## src/rtl/qco_pkg.sv

```systemverilog
// Shared constants for the quadrilateral corner ordering block.
package qco_pkg;

    localparam int COORD_WIDTH_DEF = 12;
    localparam int COORD_WIDTH_MIN = 8;
    localparam int COORD_WIDTH_MAX = 16;
    localparam int NUM_CORNERS     = 4;
    localparam int RANK_WIDTH      = $clog2(NUM_CORNERS);

endpackage

```

## src/rtl/qco_sort4.sv

```systemverilog
// First pipeline stage: stable sort of four corners by x, registered.
module qco_sort4 #(
    parameter int COORD_WIDTH = qco_pkg::COORD_WIDTH_DEF
) (
    input  logic                                           i_clk,
    input  logic                                           i_rst_n,
    input  logic                                           i_en,
    input  logic                                           i_vld,
    input  logic [qco_pkg::NUM_CORNERS-1:0][COORD_WIDTH-1:0] i_x,
    input  logic [qco_pkg::NUM_CORNERS-1:0][COORD_WIDTH-1:0] i_y,
    output logic                                           o_vld,
    output logic [qco_pkg::NUM_CORNERS-1:0][COORD_WIDTH-1:0] o_x,
    output logic [qco_pkg::NUM_CORNERS-1:0][COORD_WIDTH-1:0] o_y
);

    localparam int N  = qco_pkg::NUM_CORNERS;
    localparam int RW = qco_pkg::RANK_WIDTH;

    logic [N-1:0][RW-1:0]          rank;
    logic [N-1:0][COORD_WIDTH-1:0] n_x;
    logic [N-1:0][COORD_WIDTH-1:0] n_y;
    logic                          r_vld;
    logic [N-1:0][COORD_WIDTH-1:0] r_x;
    logic [N-1:0][COORD_WIDTH-1:0] r_y;

    // rank = number of points that land before this one; earlier inputs win ties
    always_comb begin
        for (int i = 0; i < N; i++) begin
            rank[i] = '0;
            for (int j = 0; j < N; j++) begin
                if (j < i && i_x[j] <= i_x[i]) begin
                    rank[i] = rank[i] + RW'(1);
                end else if (j > i && i_x[j] < i_x[i]) begin
                    rank[i] = rank[i] + RW'(1);
                end
            end
        end
    end

    // ranks form a permutation, so an OR of the matches selects one point
    always_comb begin
        for (int k = 0; k < N; k++) begin
            n_x[k] = '0;
            n_y[k] = '0;
            for (int i = 0; i < N; i++) begin
                if (rank[i] == RW'(k)) begin
                    n_x[k] = n_x[k] | i_x[i];
                    n_y[k] = n_y[k] | i_y[i];
                end
            end
        end
    end

    always_ff @(posedge i_clk) begin
        if (!i_rst_n) begin
            r_vld <= 1'b0;
        end else if (i_en) begin
            r_vld <= i_vld;
        end
    end

    always_ff @(posedge i_clk) begin
        if (i_en) begin
            r_x <= n_x;
            r_y <= n_y;
        end
    end

    assign o_vld = r_vld;
    assign o_x   = r_x;
    assign o_y   = r_y;

endmodule

```

## src/rtl/quad_corner_order.sv

```systemverilog
// Top level: orders the four corners of a text quadrilateral, six-stage pipeline.
//
// Input channel: i_in_valid / o_in_ready carries four unordered corners per beat.
// Output channel: o_out_valid / i_out_ready carries the ordered corners
// (top-left, top-right, bottom-right, bottom-left), the box center as the sum
// of the four coordinates (quarter pixels) and the left side center as the
// sum of top-left and bottom-left (half pixels).
// Six register stages, the first loaded at the edge that takes the input
// beat: sort by x, pair by y, side deltas, squares, sums of squares,
// compare and rotate. Throughput: one beat per cycle while the output
// is not stalled.
// The whole pipeline advances on one enable: it moves when the output stage
// is empty or its beat is taken. While the receiver stalls with a valid
// output, every stage holds and o_in_ready is low; nothing is lost or doubled.
// Reset (synchronous, active low) clears all stage valid bits; payload
// registers are not reset.
// The block keeps no state between beats.
module quad_corner_order #(
    parameter int COORD_WIDTH = qco_pkg::COORD_WIDTH_DEF
) (
    input  logic                   i_clk,
    input  logic                   i_rst_n,
    input  logic                   i_in_valid,
    output logic                   o_in_ready,
    input  logic [COORD_WIDTH-1:0] i_pt1_x,
    input  logic [COORD_WIDTH-1:0] i_pt1_y,
    input  logic [COORD_WIDTH-1:0] i_pt2_x,
    input  logic [COORD_WIDTH-1:0] i_pt2_y,
    input  logic [COORD_WIDTH-1:0] i_pt3_x,
    input  logic [COORD_WIDTH-1:0] i_pt3_y,
    input  logic [COORD_WIDTH-1:0] i_pt4_x,
    input  logic [COORD_WIDTH-1:0] i_pt4_y,
    output logic                   o_out_valid,
    input  logic                   i_out_ready,
    output logic [COORD_WIDTH-1:0] o_top_left_x,
    output logic [COORD_WIDTH-1:0] o_top_left_y,
    output logic [COORD_WIDTH-1:0] o_top_right_x,
    output logic [COORD_WIDTH-1:0] o_top_right_y,
    output logic [COORD_WIDTH-1:0] o_bottom_right_x,
    output logic [COORD_WIDTH-1:0] o_bottom_right_y,
    output logic [COORD_WIDTH-1:0] o_bottom_left_x,
    output logic [COORD_WIDTH-1:0] o_bottom_left_y,
    output logic [COORD_WIDTH+1:0] o_center_x_q,
    output logic [COORD_WIDTH+1:0] o_center_y_q,
    output logic [COORD_WIDTH:0]   o_left_mid_x_h,
    output logic [COORD_WIDTH:0]   o_left_mid_y_h
);

    localparam int N  = qco_pkg::NUM_CORNERS;
    localparam int CW = COORD_WIDTH;
    localparam int SW = COORD_WIDTH + 2;
    localparam int HW = COORD_WIDTH + 1;
    localparam int QW = 2 * COORD_WIDTH;
    localparam int DW = 2 * COORD_WIDTH + 1;

    logic                 en;
    logic [N-1:0][CW-1:0] in_x;
    logic [N-1:0][CW-1:0] in_y;

    // stage 1 (sort)
    logic                 s1_vld;
    logic [N-1:0][CW-1:0] s1_x;
    logic [N-1:0][CW-1:0] s1_y;

    // stage 2: corners 0 TL, 1 TR, 2 BR, 3 BL
    logic                 r2_vld;
    logic [N-1:0][CW-1:0] r2_x, r2_y;
    logic [SW-1:0]        r2_cx, r2_cy;
    logic [N-1:0][CW-1:0] n2_x, n2_y;

    // stage 3: side deltas
    logic                 r3_vld;
    logic [N-1:0][CW-1:0] r3_x, r3_y;
    logic [SW-1:0]        r3_cx, r3_cy;
    logic [CW-1:0]        r3_lx, r3_ly, r3_tx, r3_ty;
    logic [CW-1:0]        n3_lx, n3_ly, n3_tx, n3_ty;

    // stage 4: squares and both left-mid candidates
    logic                 r4_vld;
    logic [N-1:0][CW-1:0] r4_x, r4_y;
    logic [SW-1:0]        r4_cx, r4_cy;
    logic [QW-1:0]        r4_lxx, r4_lyy, r4_txx, r4_tyy;
    logic [HW-1:0]        r4_mx_n, r4_my_n, r4_mx_r, r4_my_r;

    // stage 5: squared side lengths
    logic                 r5_vld;
    logic [N-1:0][CW-1:0] r5_x, r5_y;
    logic [SW-1:0]        r5_cx, r5_cy;
    logic [HW-1:0]        r5_mx_n, r5_my_n, r5_mx_r, r5_my_r;
    logic [DW-1:0]        r5_ld, r5_td;

    // stage 6: output
    logic                 r6_vld;
    logic [N-1:0][CW-1:0] r6_x, r6_y;
    logic [SW-1:0]        r6_cx, r6_cy;
    logic [HW-1:0]        r6_mx, r6_my;
    logic                 n6_rot;
    logic [N-1:0][CW-1:0] n6_x, n6_y;

    assign en         = !r6_vld || i_out_ready;
    assign o_in_ready = en;

    assign in_x[0] = i_pt1_x;
    assign in_y[0] = i_pt1_y;
    assign in_x[1] = i_pt2_x;
    assign in_y[1] = i_pt2_y;
    assign in_x[2] = i_pt3_x;
    assign in_y[2] = i_pt3_y;
    assign in_x[3] = i_pt4_x;
    assign in_y[3] = i_pt4_y;

    qco_sort4 #(
        .COORD_WIDTH(COORD_WIDTH)
    ) u_sort (
        .i_clk   (i_clk),
        .i_rst_n (i_rst_n),
        .i_en    (en),
        .i_vld   (i_in_valid),
        .i_x     (in_x),
        .i_y     (in_y),
        .o_vld   (s1_vld),
        .o_x     (s1_x),
        .o_y     (s1_y)
    );

    // pair left and right columns by y; tie keeps sorted order
    always_comb begin
        if (s1_y[0] <= s1_y[1]) begin
            n2_x[0] = s1_x[0]; n2_y[0] = s1_y[0];
            n2_x[3] = s1_x[1]; n2_y[3] = s1_y[1];
        end else begin
            n2_x[0] = s1_x[1]; n2_y[0] = s1_y[1];
            n2_x[3] = s1_x[0]; n2_y[3] = s1_y[0];
        end
        if (s1_y[2] <= s1_y[3]) begin
            n2_x[1] = s1_x[2]; n2_y[1] = s1_y[2];
            n2_x[2] = s1_x[3]; n2_y[2] = s1_y[3];
        end else begin
            n2_x[1] = s1_x[3]; n2_y[1] = s1_y[3];
            n2_x[2] = s1_x[2]; n2_y[2] = s1_y[2];
        end
    end

    always_comb begin
        n3_lx = (r2_x[0] > r2_x[3]) ? r2_x[0] - r2_x[3] : r2_x[3] - r2_x[0];
        n3_ly = (r2_y[0] > r2_y[3]) ? r2_y[0] - r2_y[3] : r2_y[3] - r2_y[0];
        n3_tx = (r2_x[0] > r2_x[1]) ? r2_x[0] - r2_x[1] : r2_x[1] - r2_x[0];
        n3_ty = (r2_y[0] > r2_y[1]) ? r2_y[0] - r2_y[1] : r2_y[1] - r2_y[0];
    end

    // rotate when the left side is strictly longer than the top side
    always_comb begin
        n6_rot = r5_ld > r5_td;
        if (n6_rot) begin
            n6_x[0] = r5_x[3]; n6_y[0] = r5_y[3];
            n6_x[1] = r5_x[0]; n6_y[1] = r5_y[0];
            n6_x[2] = r5_x[1]; n6_y[2] = r5_y[1];
            n6_x[3] = r5_x[2]; n6_y[3] = r5_y[2];
        end else begin
            n6_x = r5_x;
            n6_y = r5_y;
        end
    end

    always_ff @(posedge i_clk) begin
        if (!i_rst_n) begin
            r2_vld <= 1'b0;
            r3_vld <= 1'b0;
            r4_vld <= 1'b0;
            r5_vld <= 1'b0;
            r6_vld <= 1'b0;
        end else if (en) begin
            r2_vld <= s1_vld;
            r3_vld <= r2_vld;
            r4_vld <= r3_vld;
            r5_vld <= r4_vld;
            r6_vld <= r5_vld;
        end
    end

    always_ff @(posedge i_clk) begin
        if (en) begin
            r2_x  <= n2_x;
            r2_y  <= n2_y;
            r2_cx <= SW'(s1_x[0]) + SW'(s1_x[1]) + SW'(s1_x[2]) + SW'(s1_x[3]);
            r2_cy <= SW'(s1_y[0]) + SW'(s1_y[1]) + SW'(s1_y[2]) + SW'(s1_y[3]);

            r3_x  <= r2_x;
            r3_y  <= r2_y;
            r3_cx <= r2_cx;
            r3_cy <= r2_cy;
            r3_lx <= n3_lx;
            r3_ly <= n3_ly;
            r3_tx <= n3_tx;
            r3_ty <= n3_ty;

            r4_x    <= r3_x;
            r4_y    <= r3_y;
            r4_cx   <= r3_cx;
            r4_cy   <= r3_cy;
            r4_lxx  <= QW'(r3_lx) * QW'(r3_lx);
            r4_lyy  <= QW'(r3_ly) * QW'(r3_ly);
            r4_txx  <= QW'(r3_tx) * QW'(r3_tx);
            r4_tyy  <= QW'(r3_ty) * QW'(r3_ty);
            r4_mx_n <= HW'(r3_x[0]) + HW'(r3_x[3]);
            r4_my_n <= HW'(r3_y[0]) + HW'(r3_y[3]);
            r4_mx_r <= HW'(r3_x[3]) + HW'(r3_x[2]);
            r4_my_r <= HW'(r3_y[3]) + HW'(r3_y[2]);

            r5_x    <= r4_x;
            r5_y    <= r4_y;
            r5_cx   <= r4_cx;
            r5_cy   <= r4_cy;
            r5_mx_n <= r4_mx_n;
            r5_my_n <= r4_my_n;
            r5_mx_r <= r4_mx_r;
            r5_my_r <= r4_my_r;
            r5_ld   <= DW'(r4_lxx) + DW'(r4_lyy);
            r5_td   <= DW'(r4_txx) + DW'(r4_tyy);

            r6_x  <= n6_x;
            r6_y  <= n6_y;
            r6_cx <= r5_cx;
            r6_cy <= r5_cy;
            r6_mx <= n6_rot ? r5_mx_r : r5_mx_n;
            r6_my <= n6_rot ? r5_my_r : r5_my_n;
        end
    end

    assign o_out_valid      = r6_vld;
    assign o_top_left_x     = r6_x[0];
    assign o_top_left_y     = r6_y[0];
    assign o_top_right_x    = r6_x[1];
    assign o_top_right_y    = r6_y[1];
    assign o_bottom_right_x = r6_x[2];
    assign o_bottom_right_y = r6_y[2];
    assign o_bottom_left_x  = r6_x[3];
    assign o_bottom_left_y  = r6_y[3];
    assign o_center_x_q     = r6_cx;
    assign o_center_y_q     = r6_cy;
    assign o_left_mid_x_h   = r6_mx;
    assign o_left_mid_y_h   = r6_my;

`ifndef ASSERT_OFF
    // center is the plain sum of the emitted corners, whatever the rotation
    a_center_sum: assert property (@(posedge i_clk) disable iff (!i_rst_n)
        o_out_valid |-> (o_center_x_q == SW'(o_top_left_x) + SW'(o_top_right_x)
                         + SW'(o_bottom_right_x) + SW'(o_bottom_left_x)))
        else $error("center x does not match emitted corners");

    // left mid must follow the rotated corners, not the paired ones
    a_left_mid: assert property (@(posedge i_clk) disable iff (!i_rst_n)
        o_out_valid |-> (o_left_mid_x_h == HW'(o_top_left_x) + HW'(o_bottom_left_x)
                         && o_left_mid_y_h == HW'(o_top_left_y) + HW'(o_bottom_left_y)))
        else $error("left mid does not match emitted corners");

    // a stalled output beat freezes the whole pipe
    a_stall_holds_input: assert property (@(posedge i_clk) disable iff (!i_rst_n)
        (o_out_valid && !i_out_ready) |-> !o_in_ready)
        else $error("input accepted while output stalled");
`endif

endmodule
```

## config.mk

```make
export PLATFORM = sky130hd
export DESIGN_NAME = quad_corner_order
export DESIGN_NICKNAME = d
export VERILOG_FILES = /design/src/rtl/qco_pkg.sv /design/src/rtl/qco_sort4.sv /design/src/rtl/quad_corner_order.sv
export SDC_FILE = /design/constraint.sdc
export NUM_CORES = 2
export LEC_CHECK = 0
export ABC_AREA = 0
export ABC_CLOCK_PERIOD_IN_PS = 43400
export BUFFER_PORTS_ARGS = -buffer_cell sky130_fd_sc_hd__buf_2
export CAP_MARGIN = 20
export CORE_MARGIN = 3
export CORE_UTILIZATION = 57
export CTS_CLUSTER_SIZE = 25
export DETAILED_ROUTE_END_ITERATION = 10
export GPL_ROUTABILITY_DRIVEN = 0
export PLACE_DENSITY = 0.81
export SKIP_LAST_GASP = 1
export SLEW_MARGIN = 0
export SYNTH_ARGS = -nofsm -noshare
export SYNTH_HDL_FRONTEND = slang
export SYNTH_SLANG_ARGS = --single-unit
```

## constraint.sdc

```tcl
create_clock -name i_clk -period 43.4 [get_ports i_clk]
set_clock_uncertainty 0.05 [all_clocks]
set_input_delay 8.68 -clock i_clk [delete_from_list [all_inputs] [get_ports i_clk]]
set_output_delay 8.68 -clock i_clk [all_outputs]
set_load 0.02 [all_outputs]
```

# Word-level counts from Yosys, hierarchy flattened
# Cells that the tools add are included.
# classes
addsub	28
multipliers	4
order_cmp	19
n_eq_ne	12
muxes	58
n_bitwise	24
n_reduce_logical	6
# ops
cell	n
12-bit 2-to-1 mux	40
12-bit bitwise OR	24
12-bit <= comparator	8
12-bit by 12-bit multiplier with 24-bit output	4
48-bit 2-to-1 mux	2
12-bit subtractor	8
12-bit by 12-bit adder with 13-bit output	6
12-bit < comparator	6
24-bit by 24-bit adder with 25-bit output	2
12-bit > comparator	4
24-bit 2-to-1 mux	2
13-bit by 12-bit adder with 14-bit output	2
14-bit by 12-bit adder with 14-bit output	2
13-bit 2-to-1 mux	2
25-bit > comparator	1
2-bit equality test (second input constant)	8
2-bit 2-to-1 mux	8
2-bit by 1-bit adder with 2-bit output (second input constant)	7
2-bit by 1-bit equality test with 1-bit output (second input constant)	4
2-bit zero test	4
1-bit 2-to-1 mux	4
1-bit by 1-bit adder with 2-bit output (second input constant)	1
1-bit zero test	1
1-bit logical OR	1
# word_totals
reg_bits	1046
out_inout_bits	152
word_cells	235

# Depth between registers and ports, before layout
# depth
depth_word	14
mapped_depth	23
mapped_depth_nobuf	22

# By module
# From an unflattened synthesis, not the netlist that was laid out.
# unflattened
hier_cells	5021
hier_area_um2	64511.9
# by_module_without_submodules
mod	instances	cells_each	area_each_um2	seq_area_each_um2
quad_corner_order	1	4348	57348.8	28327.2
qco_sort4	1	673	7163.1	2902.8

# Least setup slack after synthesis
# OpenSTA, ideal clock, no wires.
# synth_timing
kind	input port to output port
startpoint	in i_out_ready
endpoint	out o_in_ready
arrival_ps	37095
t_required_ps	34670
path_slack_ps	-2425
stages	2
path_buffers	1
path_cell_list	nand2b_1 -> clkbuf_1
# synth_via
elab_chain_len	1
# synth_lines
element	line_no	source
from (decl)	quad_corner_order.sv:34	input logic i_out_ready,
1-bit logical OR	quad_corner_order.sv:100	assign en = !r6_vld || i_out_ready;
to (decl)	quad_corner_order.sv:24	output logic o_in_ready,
# Every way passes these cells.

# Worst setup path in the final report
# Same ends and word-level chain as after synthesis.

==> flow_summary.json <==
{
  "coreArea_um2": 113000,
  "ys_seq_elements": 1042,
  "post_drt_wl_per_cell_um": 19.6,
  "synth_edf_count": 1036,
  "start_kind": "input port",
  "cts_resized": 0,
  "vias": 41100,
  "pin_count": 252,
  "place_ws_ns": 25.12,
  "cts_setup_buffers": 0,
  "areaGrowthSynthToFinish_pct": 9.94,
  "holdPathEnd": "r5_y[40]",
  "dieArea_um2": 118000,
  "vias_per_cell": 5.84,
  "yosys_warnings": 0,
  "start_util": 0.575,
  "cts-htree-levels": 3,
  "antenna_found_initial": 8,
  "drt_iter0_drc": 3807,
  "critPathCaptureType": "output pin",
  "drc_errors": 0,
  "cts_tree": "built",
  "synth_area_per_cell_um2": 12.5,
  "postSynth.asyncResetShare": 0,
  "grt_pass1_wl_mm": 222,
  "ys_seq_area_frac": 0.482,
  "die_y_um": 343,
  "hold_start": "r4_y[40]",
  "grt_max_degree": 207,
  "cts_buffers": 104,
  "finalSetupViolations": 0,
  "drt_first_pass_iters": 8,
  "crit_required_ns": 34.67,
  "timing.rr.start": "r3_ly[6]",
  "post-dp-hpwl_mm": 103,
  "nNetsFinal": 6494,
  "r2r_slack_ns": 37.00,
  "maxSlewViolCount": 0,
  "critical_path_class": "in2out",
  "rows": 123,
  "final_hold_viol_count": 0,
  "clk_path_buf_depth": 3,
  "crit_fanout": 17,
  "clock-root-buffer": "clkbuf_16",
  "tns_ns": 0,
  "hold_class": "reg2reg",
  "fillers": 8167,
  "drv_cap": 0,
  "fin_crit_sh": 0.421,
  "cp_data_arrival_time_ns": 9.53,
  "critPathLaunch": "i_out_ready",
  "drive_gt1_frac": 0.127,
  "numClockSinks": 1042,
  "path_clk_slew_ns": 0.07,
  "max-slew-margin-rel": 0.215,
  "port_buffers": 251,
  "fin_ws_ns": 25.14,
  "rsz0062_at_grt": "no",
  "syn_nets": 6232,
  "ys_types": 81,
  "drtAntennaViolNets": 0,
  "synthFlopType": "edfxtp_1",
  "r2r_cells": 16,
  "hold_buffers": 0,
  "fin_crit_ns": 18.26,
  "r2r-end": "r4_lyy[23]",
  "netlist_instances": 5185,
  "die_w_um": 343,
  "status": "finished clean",
  "clk_latency_ns": 0.72,
  "tightest_slew_ns": 1.18,
  "wl_mm": 138,
  "whs_path_depth": 0,
  "gr-usage-all-layers": 0.238,
  "grt_pass1_vias": 42000,
  "fmax_mhz": 54.8,
  "overflow": 0,
  "syn_area_um2": 64800
}
synth_stat cells, types with 11 or more instances:
master | count | area (um^2)
nor2_1 | 181 | 679
mux2_2 | 183 | 2060
and2_1 | 178 | 1110
nor2b_1 | 75 | 469
or2_2 | 38 | 238
o211ai_1 | 15 | 113
o21ai_0 | 95 | 475
a22oi_1 | 193 | 1450
and3_1 | 19 | 119
mux2i_1 | 33 | 330
nand4_1 | 46 | 288
o21ai_1 | 13 | 65.1
fa_1 | 376 | 7530
nand2_1 | 287 | 1080
nor3_1 | 53 | 265
a21boi_0 | 14 | 105
a211oi_1 | 26 | 195
o21a_1 | 58 | 435
edfxtp_1 | 1036 | 31100
o21bai_1 | 11 | 82.6
nand3_1 | 29 | 145
clkbuf_1 | 100 | 375
or3_1 | 19 | 119
a21o_1 | 107 | 803
a21oi_1 | 172 | 861
buf_2 | 14 | 70.1
mux2_1 | 40 | 450
xor2_1 | 54 | 473
inv_1 | 764 | 2870
ha_1 | 571 | 7140
nand2b_1 | 44 | 275
xnor2_1 | 144 | 1260
a31oi_1 | 23 | 144
per-stage QoR:
| stage | hold WS [ns] | util | instance area, um^2 | std cells |
|---|---|---|---|---|
| after floorplan | 0.350 | - | 64800 | 5185 |
| after global placement | 0.350 | 0.602 | 67800 | 6841 |
| after detailed placement | 0.355 | 0.602 | 67800 | 6841 |
| after CTS | 0.356 | 0.632 | 71200 | 7032 |
| after global routing | 0.364 | 0.632 | 71200 | 7033 |
| final | 0.355 | 0.632 | 71300 | 7034 |
registers in the layout, summed over array words and instances (netlist names), 23 cells and up:
signal and cells:
r4_txx 23, u_sort.o_y 48, r4_lxx 23, r5_ld 25, u_sort.o_x 48, r2_x 48
r4_tyy 23, r3_x 48, r5_td 25, r4_lyy 23, r2_y 48, r4_y 48
r5_y 48, r3_y 48, r5_x 48, r4_x 48
critical path: stages:
cell and delay (ns):
buf_2 0.08, nand2b_4 0.45, buf_2 0.28
metal layers:
layer / global-route usage / share of wire / up-vias
li1: - / - / 18800
met1: 0.328 / 0.41 / 20300
met2: 0.392 / 0.48 / 1658
met3: 0.0399 / 0.078 / 297
met4: 0.0721 / 0.028 / 6
met5: 0 / 0.00020 / -
area by class of cell:
cell class | count | area (um^2) | share of cell area
timing repair buffer | 280 | 1510 | 0.0212
tap | 1500 | 1880 | 0.0263
sequential | 1042 | 31200 | 0.438
clock buffer | 125 | 2720 | 0.0382
inverter | 767 | 2880 | 0.0404
multi-input combinational | 3252 | 30300 | 0.425
clock inverter | 66 | 734 | 0.0103
antenna | 2 | 5.00 | 0.0000702
cells by family (layout without fill, tap and decap cells):
| kind of cell | Yosys count | count (layout) | synth area share |
|---|---|---|---|
| DFF | 1042 | 1042 | 0.482 |
| and+or+nand+nor | 1007 | 1007 | 0.0785 |
| adders and majority gates | 947 | 947 | 0.226 |
| buffers and inverters | 891 | 1238 | 0.0522 |
| AOI/OAI and AO/OA | 841 | 841 | 0.0897 |
| muxes | 259 | 259 | 0.0445 |
| xor gates and xnor gates | 198 | 198 | 0.0268 |
| other | 0 | 2 | 0 |
worst max-delay path by stage:
stage	slack, ns	end
finish	25.14	o_in_ready
global route	25.11	o_in_ready
CTS	25.12	o_in_ready
detailed placement	25.12	o_in_ready
global placement	25.12	o_in_ready
floorplan	12.96	o_in_ready
placed cells by master, fill, tap and decap left out, drive strengths merged, types with 107 or more instances in the layout:
cell type and count:
edfxtp 1036, inv 772, ha 571, fa 376, nand2 287, buf 280, mux2 226, a22oi 193
and2 182, nor2 181, a21oi 172, xnor2 144, clkbuf 125, o21ai 108, a21o 107
Power is not shown: default switching activity piles up to over one toggle a cycle in this logic, so the estimate is an artifact.
